File: src/design/rnd_pkg.sv
// Package: payload types, status codes, sequencer states and control/status types for the rational unit.
`default_nettype none
package rnd_pkg;

  typedef struct packed {
    logic               mode;
    logic signed [31:0] num_a;
    logic signed [31:0] den_a;
    logic signed [31:0] num_c;
    logic signed [31:0] den_c;
  } rnd_in_t;

  typedef struct packed {
    logic signed [63:0] out_num;
    logic [62:0]        out_den;
    logic [1:0]         status;
  } rnd_out_t;

  localparam logic [1:0] StOk      = 2'd0;
  localparam logic [1:0] StZeroDen = 2'd1;
  localparam logic [1:0] StDivZero = 2'd2;

  typedef enum logic [3:0] {
    S_IDLE, S_LOAD, S_GCD, S_GWAIT, S_DIVN, S_DIVNW, S_DIVD, S_DIVDW, S_STAGE,
    S_OUT
  } rnd_state_e;

  // datapath commands
  typedef enum logic [2:0] {
    C_NONE, C_LOAD, C_GSTEP, C_DSTART_N, C_DSTART_D, C_CAPN, C_CAPD, C_STAGE
  } rnd_cmd_e;

  typedef struct packed {
    rnd_cmd_e cmd;
    logic     next_phase; // after stage: go to second reduction
  } rnd_ctl_t;

  typedef struct packed {
    logic gcd_done;  // x==0 or y==0
    logic div_busy;
    logic div_done;
    logic early;     // result already settled (error / zero), set at load or stage
    logic two_pass;  // divide request needs second reduction
    logic phase;     // current phase
  } rnd_sts_t;

endpackage
`default_nettype wire

File: src/design/rnd_ctrl.sv
// Sequencer for load, gcd loop, quotient extraction and result hold.
`default_nettype none
module rnd_ctrl (
  input  wire logic              clk_i,
  input  wire logic              rst_ni,
  input  wire logic              in_valid_i,
  output logic                   in_stall_o,
  output logic                   out_valid_o,
  input  wire logic              out_stall_i,
  input  wire rnd_pkg::rnd_sts_t sts_i,
  output rnd_pkg::rnd_ctl_t      ctl_o
);
  import rnd_pkg::*;

  rnd_state_e state_q, state_d;

  always_comb begin
    state_d = state_q;
    case (state_q)
      S_IDLE:  if (in_valid_i) state_d = S_LOAD;
      S_LOAD:  state_d = sts_i.early ? S_OUT : S_GCD;
      S_GCD:   state_d = sts_i.gcd_done ? S_DIVN : S_GWAIT;
      S_GWAIT: if (sts_i.div_done) state_d = S_GCD;
      S_DIVN:  state_d = S_DIVNW;
      S_DIVNW: if (sts_i.div_done) state_d = S_DIVD;
      S_DIVD:  state_d = S_DIVDW;
      S_DIVDW: if (sts_i.div_done)
                 state_d = (sts_i.two_pass && !sts_i.phase) ? S_STAGE : S_OUT;
      S_STAGE: state_d = S_GCD;
      S_OUT:   if (!out_stall_i) state_d = S_IDLE;
      default: state_d = S_IDLE;
    endcase
  end

  always_comb begin
    ctl_o.cmd = C_NONE;
    ctl_o.next_phase = 1'b1;
    in_stall_o = (state_q != S_IDLE);
    out_valid_o = (state_q == S_OUT);
    case (state_q)
      S_IDLE:  if (in_valid_i) ctl_o.cmd = C_LOAD;
      S_GCD:   ctl_o.cmd = sts_i.gcd_done ? C_DSTART_N : C_GSTEP;
      S_DIVNW: if (sts_i.div_done) ctl_o.cmd = C_CAPN;
      S_DIVD:  ctl_o.cmd = C_DSTART_D;
      S_DIVDW: if (sts_i.div_done) ctl_o.cmd = C_CAPD;
      S_STAGE: ctl_o.cmd = C_STAGE;
      default: ;
    endcase
  end

  always_ff @(posedge clk_i or negedge rst_ni) begin
    if (!rst_ni) state_q <= S_IDLE;
    else state_q <= state_d;
  end
endmodule
`default_nettype wire

File: config.mk
export PLATFORM = sky130hd
export DESIGN_NAME = rnd_ctrl
export DESIGN_NICKNAME = d
export VERILOG_FILES = /design/src/design/rnd_pkg.sv /design/src/design/rnd_ctrl.sv
export SDC_FILE = /design/constraint.sdc
export NUM_CORES = 1
export LEC_CHECK = 0
export ABC_CLOCK_PERIOD_IN_PS = 1800
export BUFFER_PORTS_ARGS = -buffer_cell sky130_fd_sc_hd__buf_2
export CORE_AREA = 2 2 39 41
export DETAILED_ROUTE_END_ITERATION = 8
export DIE_AREA = 0 0 41 43
export PLACE_DENSITY_LB_ADDON = 0.05
export SYNTH_ARGS = -nofsm -noshare
export SYNTH_HDL_FRONTEND = slang
export SYNTH_SLANG_ARGS = --single-unit
File: constraint.sdc
create_clock -name clk_i -period 1.8 [get_ports clk_i]
set_clock_uncertainty 0.15 [all_clocks]
set_input_delay 0.36 -clock clk_i [delete_from_list [all_inputs] [get_ports clk_i]]
set_output_delay 0.36 -clock clk_i [all_outputs]
set_load 0.01 [all_outputs]
Word level (Yosys, flattened, before mapping)

Cells that the tools add are included.

Word-level logic and storage cells: 34
Input bits: 10
Bits in registers: 4
Output and inout bits: 6

Reductions and logical operators: 5
Equality and inequality tests: 14
Multiplexer cells: 14

Operator list:

| operator                                             | count |
|---|---|
| case mux 4 bit (10 select lines)                     | 1 |
| 2-to-1 mux 4 bit                                     | 6 |
| case mux 3 bit (6 select lines)                      | 1 |
| equality test 4 x 3 -> 1 bit (second input constant) | 4 |
| != test 2 bit (second input constant)                | 5 |
| 2-to-1 mux 3 bit                                     | 3 |
| equality test 4 x 2 -> 1 bit (second input constant) | 2 |
| equality test 4 bit (second input constant)          | 2 |
| AND reduction 5 bit                                  | 1 |
| equality test 4 x 1 -> 1 bit (second input constant) | 1 |
| zero test 4 bit                                      | 1 |
| nonzero test 4 bit                                   | 1 |
| 2-to-1 mux 1 bit                                     | 3 |
| logical AND 1 bit                                    | 1 |
| zero test 1 bit                                      | 1 |

Logic depth before layout (Yosys ltp)

Gate-level depths: netlist of the first run.

Word-level depth: 5
Gate-level depth with buffers: 5
Mapped depth without buffers: 4

Least setup slack after synthesis of the first run

OpenSTA, ideal clock, no wires.

Path kind: register to output
Start: register state_q[3]
End: output ctl_o[1] (netlist name)
Path slack: 130 ps
Stages on the path, launching flop included: 5
Path buffers: 1
Arrival time: 1160 ps
Required time: 1290 ps
Path through: dfrtp_1 -> buf_2 -> o21ai_0 -> o31ai_1 -> o32ai_1

RTL lines:

| item                     | RTL line       | RTL |
|---|---|---|
| start: declaration       | rnd_ctrl.sv:15 | `rnd_state_e state_q, state_d;` |
| start signal: assignment | rnd_ctrl.sv:53 | `else state_q <= state_d;` |
| end: declaration         | rnd_ctrl.sv:11 | `output rnd_pkg::rnd_ctl_t ctl_o` |

Final worst setup path of the first run

Start: register state_q[1]
End: output in_stall_o

Word-level cells in the longest chain between the ends: 1

Ends and longest elaborated chain:

| item               | RTL line       | RTL |
|---|---|---|
| nonzero test 4 bit | rnd_ctrl.sv:38 | `in_stall_o = (state_q != S_IDLE);` |
| end: declaration   | rnd_ctrl.sv:7  | `output logic in_stall_o,` |

No other way between the ends.

==> results of run 1 <==
tightest hold or removal path: stages:
cell	delay, ns
buf_2	0.08
nand2_1	0.04
o41ai_1	0.06
final timing paths:
check / cells past startpoint / to / startpoint
worst max register to register: 5 / state_q[0] / state_q[0]
worst max-delay path: 2 / in_stall_o / state_q[1]
max in group asynchronous: 2 / state_q[0] / rst_ni
min in group asynchronous: 2 / state_q[3] / rst_ni
worst min-delay path: 3 / state_q[3] / out_stall_i
worst min register to register: 3 / state_q[0] / state_q[0]
cell type report:
type / count / area, sq um
clock buffer: 3 / 22.5
fill: 152 / 724
inverter: 4 / 15.0
multi-input combinational: 47 / 340
sequential: 4 / 105
tap: 16 / 20.0
timing repair buffer: 24 / 156
power by group through the flow:
stage	registers, mW	logic, mW	clock network [mW]
finish	0.214	0.943	0.106
global route	0.222	1.04	0.115
CTS	0.205	0.898	0.114
detailed placement	0.228	0.783	0
global placement	0.231	0.776	0
floorplan	0.166	0.659	0
cell usage in the layout (no fill, tap or decap), drive strengths merged, types with 2 or more instances in the layout:
cell	n
a21oi	7
o32a	2
nand2	4
o21ai	2
nor2	7
clkbuf	3
o32ai	2
o41ai	2
a211oi	3
and2	2
nor2b	2
dfrtp	4
inv	4
o31ai	2
nand2b	2
buf	23
repair_timing:
action / in CTS / in global routing
hold endpoints to repair: 4 / 0
cloned: 0 / 0
hold buffers: 1 / 0
setup endpoints to repair: 5 / 5
setup buffers: 4 / 0
pin swaps: 0 / 3
resized for setup: 6 / 6
per-layer routing:
metal | routed length (microns) | vias to the layer above | global-route usage, %
met5 | 0 | - | 0
met4 | 0 | 0 | 10.0
met3 | 37 | 0 | 3.14
met2 | 590 | 11 | 22.2
met1 | 574 | 240 | 21.6
li1 | - | 262 | -
per-stage QoR:
stage | hold WS [ns] | util [%] | setup slack, ns
global placement | 0.0184 | 40.7 | 0.0796
CTS | 0.185 | 45.9 | -0.0664
floorplan | -0.0856 | - | 0.130
detailed placement | 0.0175 | 40.7 | 0.0757
global route | 0.217 | 47.6 | -0.132
finish | 0.200 | 47.6 | -0.0709
kinds of logic (layout without fill, tap and decap cells):
family / count (synthesis) / in the layout / share of synthesized area (%)
XOR/XNOR: 1 / 1 / 1.80
flip-flops: 4 / 4 / 20.6
multiplexers: 2 / 2 / 4.38
other: 1 / 1 / 0.772
buffers and inverters: 11 / 31 / 13.9
AO/OA/AOI/OAI: 21 / 21 / 32.2
AND/OR/NAND/NOR: 22 / 22 / 26.3
==> results_dict.tcl, run 1 <==
set metrics [dict create \
    p_clk_share_pct 8.4 \
    synth-seq-cells 4 \
    place_hpwl_microns 907 \
    hold_path_class "primary input to register" \
    clock_path_buffers 2 \
    antenna_found_initial 0 \
    grt_max_degree 10 \
    clock_latency_ns 0.23 \
    max_stage_delay_ns 0.57 \
    start_util_pct 35.1 \
    setup_viol_count_final 4 \
    first_pass_iters 4 \
    final_area_sq_um 659 \
    cts.sinks 4 \
    die_y_microns 43 \
    synth_top_area_cell "dfrtp_1" \
    die_w_microns 41 \
    fmax_mhz 535 \
    crit_family "simple AND/OR/NAND/NOR gates" \
    synth_top_area_share_pct 20.6 \
    crit_path_cell_trace "or4_4 -> buf_6" \
    area_delta_synth_final_pct 35.8 \
    netlist_instances 62 \
    largest_reg_flops 4 \
    largest-register "state_q" \
    cts_root_buf "clkbuf_4" \
    r2r_slack_ns 0.10 \
    core_sq_um 1380 \
    path_buf_inv 1 \
    drc 0 \
    grt_pass1_vias 464 \
    synthArstFlopShare_pct 100 \
    yosys_warnings 0 \
    yosys_most_used_dff "dfrtp_1" \
    antennaDiodeCount 0 \
    die_area_sq_um 1760 \
    cp_max_fo 4 \
    endpoint_kind "output port" \
    grt_pass1_wl_mm 1.90 \
    crit_type "register to output port" \
    via_per_inst 5.23 \
    synth.most_common_cell "a21oi_1" \
    netlist_area_sq_um 485 \
    wl_per_cell_microns 12.3 \
    period_needed_ns 1.87 \
    layout_setup_ws_ns -0.0709 \
    maxCapViolCount 0 \
    io_pins 16 \
    switching_share_pct 44.5 \
    violations "negative setup slack" \
    hold_viol_final 0 \
    initialDrtViolationCount 6 \
    p_seq_share_pct 17.0 \
    cp.required_ns 1.29 \
    peakVddDrop_mv 0.910 \
    post-place-cells 90 \
    setup_tns_ns -0.158 \
    cp-start-kind "register" \
    top_regs "state_q: 4 flops" \
    vias 513 \
    postSynthAreaPerCell_sq_um 7.83 \
    htreeDepth 1 \
    synth_seq_area_share_pct 20.6 \
    cts_tree "done" \
    p_leak_nw 0.292 \
    maxSlewViolCount 0 \
    internal_power_mw 0.700 \
    drtAntennaViolNets 0 \
    synthTopCellsByArea "dfrtp_1 21%, a21oi_1 7.2%, buf_6 4.6%" \
    routed_wl_mm 1.20 \
    rows 14 \
    ys_top_cells_by_count "7 x a21oi_1, 6 x nor2_1, 4 x dfrtp_1, 4 x inv_1, 4 x nand2_1" \
    gp_congestion 0.743 \
    cp.arrival_ns 1.36 \
    layout-drive-gt1-share_pct 47.6 \
    cpMaxStageDelayCell "or4_4" \
    combPwrFrac_pct 74.7 \
    portBuffers 13 \
    syn_nets 72 \
    power_switching_mw 0.562 \
    synth_cell_types 30 \
    rsz0062_at_grt "yes" \
    synth_edf_count 0 \
    cts_buffers 3 \
    grt-ovfl-total 0 \
    placed_area_sq_um 563 \
    stdcell_count 98 \
    status "finished, violations left" \
    clkTransAtPathRegs_ns 0.03 \
    power_density_nw_per_um2 1910 \
    grt_usage_pct 15.9 \
    final_nets 94 \
    power_mw 1.26 \
    period_share_pct 104 \
]
(Power assumes the default switching activity.)
==> inputs of run 2 (changes only) <==
--- a/config.mk
+++ b/config.mk
@@ -5,12 +5,14 @@
 export SDC_FILE = /design/constraint.sdc
 export NUM_CORES = 1
 export LEC_CHECK = 0
+export ABC_AREA = 1
 export ABC_CLOCK_PERIOD_IN_PS = 1800
 export BUFFER_PORTS_ARGS = -buffer_cell sky130_fd_sc_hd__buf_2
 export CORE_AREA = 2 2 39 41
 export DETAILED_ROUTE_END_ITERATION = 8
 export DIE_AREA = 0 0 41 43
 export PLACE_DENSITY_LB_ADDON = 0.05
+export RECOVER_POWER = 50
 export SYNTH_ARGS = -nofsm -noshare
 export SYNTH_HDL_FRONTEND = slang
 export SYNTH_SLANG_ARGS = --single-unit
==> run 2 against run 1 <==
- the flow still finishes with violations (negative setup slack)
- die area is the same
- critical path depth up 3
- global-route usage shrank 0.30 points
- total power is 10% lower
- area after synthesis shrank 4.4%
- non-clock buffer count fell by 2
==> results_dict.tcl, run 2 <==
set metrics [dict create \
    status "finished, violations left" \
    violations "negative setup slack" \
    synthArstFlopShare_pct 100 \
    cts.sinks 4 \
    antennaDiodeCount 0 \
    grt_pass1_vias 497 \
    internal_power_mw 0.571 \
    clock_latency_ns 0.23 \
    drc 0 \
    hold_viol_final 0 \
    yosys_most_used_dff "dfrtp_1" \
    synth_top_area_share_pct 25.1 \
    first_pass_iters 4 \
    cp_max_fo 5 \
    cts_buffers 3 \
    max_stage_delay_ns 0.46 \
    seq_area_sq_um 105 \
    core_sq_um 1380 \
    synth.most_common_cell "nand2_1" \
    power_mw 1.14 \
    grt_max_degree 6 \
    setup_viol_count_final 1 \
    routed_wl_mm 1.14 \
    power_switching_mw 0.565 \
    maxCapViolCount 0 \
    cts_tree "done" \
    synth_top_area_cell "nand2_1" \
    post-place-ws_ns 0.145 \
    power_density_nw_per_um2 1730 \
    combPwrFrac_pct 70.1 \
    r2r_start "state_q[3]" \
    rows 14 \
    synthSimpleGateAreaFrac_pct 58.2 \
    die_y_microns 43 \
    via_per_inst 4.47 \
    yosys.area_share.xor_xnor_pct 0 \
    hold_ws_ns 0.244 \
    vias 541 \
    r2r_cells 7 \
    ys_top_cells_by_count "31 x nand2_1, 10 x nand3_1, 7 x inv_1, 6 x nor2_1, 5 x inv_2" \
    peakVddDrop_mv 0.814 \
    rsz0062_at_grt "yes" \
    postSynthAreaPerCell_sq_um 5.73 \
    start_util_pct 33.5 \
    period_share_pct 101 \
    drtAntennaViolNets 0 \
    post-place-cells 113 \
    worstHoldStart "out_stall_i" \
    min_delay_worst_endpoint "state_q[0]" \
    hold_path_class "primary input to register" \
    grt-ovfl-total 0 \
    synth-adder-area-share_pct 0 \
    layout-drive-gt1-share_pct 44.8 \
    synth_seq_area_share_pct 21.6 \
    yosys_warnings 0 \
    die_w_microns 41 \
    period_needed_ns 1.83 \
    htreeDepth 1 \
    clkTransAtPathRegs_ns 0.03 \
    crit_path_cell_trace "nor2_4 -> nand2_2 -> o21a_1 -> o211ai_1 -> buf_2" \
    layout_commonest_cell "nand2_1" \
    endpoint_kind "output port" \
    initialDrtViolationCount 7 \
    antenna_found_initial 0 \
    r2r_slack_ns 0.34 \
    setup_tns_ns -0.0251 \
    synth-compound-area-share_pct 7.28 \
    synth_cell_types 18 \
    fmax_mhz 548 \
    largest-register "state_q" \
    grt_usage_pct 15.6 \
    cpMaxStageDelayCell "dfrtp_2" \
    cp.arrival_ns 1.32 \
    synthMuxAreaShare_pct 0 \
    die_area_sq_um 1760 \
    netlist_instances 81 \
    cp.required_ns 1.29 \
    top_regs "state_q: 4 flops" \
    layout_common_cells "31 x nand2_1, 12 x buf_2, 9 x nand3_1, 7 x inv_1, 7 x buf_4" \
    maxSlewViolCount 0 \
    p_clk_share_pct 9.5 \
    crit_type "register to output port" \
    portBuffers 13 \
    io_pins 16 \
    syn_nets 91 \
    grt_pass1_wl_mm 1.93 \
    layout_setup_ws_ns -0.0251 \
    synth_edf_count 0 \
    largest_reg_flops 4 \
    place_hpwl_microns 955 \
    area_delta_synth_final_pct 41.5 \
    hold_depth 3 \
    cp-start-kind "register" \
    synth_top_family_by_area "simple AND/OR/NAND/NOR gates" \
    p_seq_share_pct 20.3 \
    multi_input_area_sq_um 323 \
    timing.rr.end "state_q[0]" \
    gp_congestion 0.790 \
    netlist_area_sq_um 464 \
    switching_share_pct 49.7 \
    clock_path_buffers 2 \
    cts_root_buf "clkbuf_4" \
    stdcell_count 121 \
    synthTopCellsByArea "nand2_1 25%, dfrtp_1 22%, nand3_1 11%" \
    p_leak_nw 0.386 \
    wl_per_cell_microns 9.41 \
    final_nets 117 \
    n_fill_cell 152 \
    synth-seq-cells 4 \
]
run 2: cell count changes after synthesis, moves of 5 or more:
cell	before	now
a21oi_1	7	1
inv_2	0	5
nand2_1	4	31
nand3_1	0	10
run 2: per-stage QoR:
stage	area, sq um	utilization, %
finish	657	47.5
global route	657	47.5
CTS	642	46.4
detailed placement	572	41.3
global placement	572	41.3
floorplan	464	-
run 2: timing repair:
| action | in CTS | in global routing |
|---|---|---|
| endpoints found under the setup margin | 2 | 4 |
| hold endpoints to repair | 4 | 0 |
| buffers inserted | 4 | 0 |
| pin swaps | 2 | 1 |
| resized for setup | 5 | 5 |
| hold buffers | 1 | 0 |
run 2: kinds of logic (layout without fill, tap and decap cells):
logic type | count (synthesis) | count (layout)
simple gates | 57 | 57
buf+inv | 14 | 38
other cells | 1 | 1
compound gates | 5 | 5
flops | 4 | 4
run 2: how the worst max path moves through the flow:
| stage | from | endpoint | slack [ns] | cells after the start |
|---|---|---|---|---|
| 2_1_floorplan | state_q[1] | ctl_o[1] | 0.17 | 5 |
| 3_3_place_gp | state_q[1] | ctl_o[1] | 0.14 | 6 |
| 3_5_place_dp | state_q[3] | ctl_o[1] | 0.14 | 6 |
| 4_1_cts | state_q[0] | ctl_o[1] | -0.04 | 6 |
| 5_1_grt | state_q[0] | ctl_o[1] | -0.11 | 6 |
| 6_report | state_q[1] | ctl_o[1] | -0.03 | 5 |
run 2: power by group through the flow:
stage,logic [mW],registers (mW),clock network [mW]
after global routing,0.914,0.238,0.123
final,0.797,0.231,0.108
after global placement,0.714,0.213,0
after CTS,0.787,0.223,0.114
after floorplan,0.489,0.203,0
after detailed placement,0.713,0.214,0
run 2: cell type report:
class / count / share of cell area, %
Clock buffer: 3 / 3.43
Inverter: 13 / 7.43
Multi-Input combinational cell: 63 / 49.1
Sequential cell: 4 / 16.0
Tap cell: 16 / 3.05
Timing Repair Buffer: 22 / 21.0
run 2: metal layers:
layer	vias to the layer above	track usage (%)	wire length [microns]
met5	-	0	0
met4	0	0	0
met3	0	6.28	36
met2	7	23.1	531
met1	237	22.5	571
li1	297	-	-
run 2: worst max-delay path, delay by kind of cell (launching register included):
family	cells	cell delay, ns
and+or+nand+nor	2	0.23
DFF	1	0.46
buffers and inverters	1	0.15
AOI/OAI and AO/OA	2	0.25
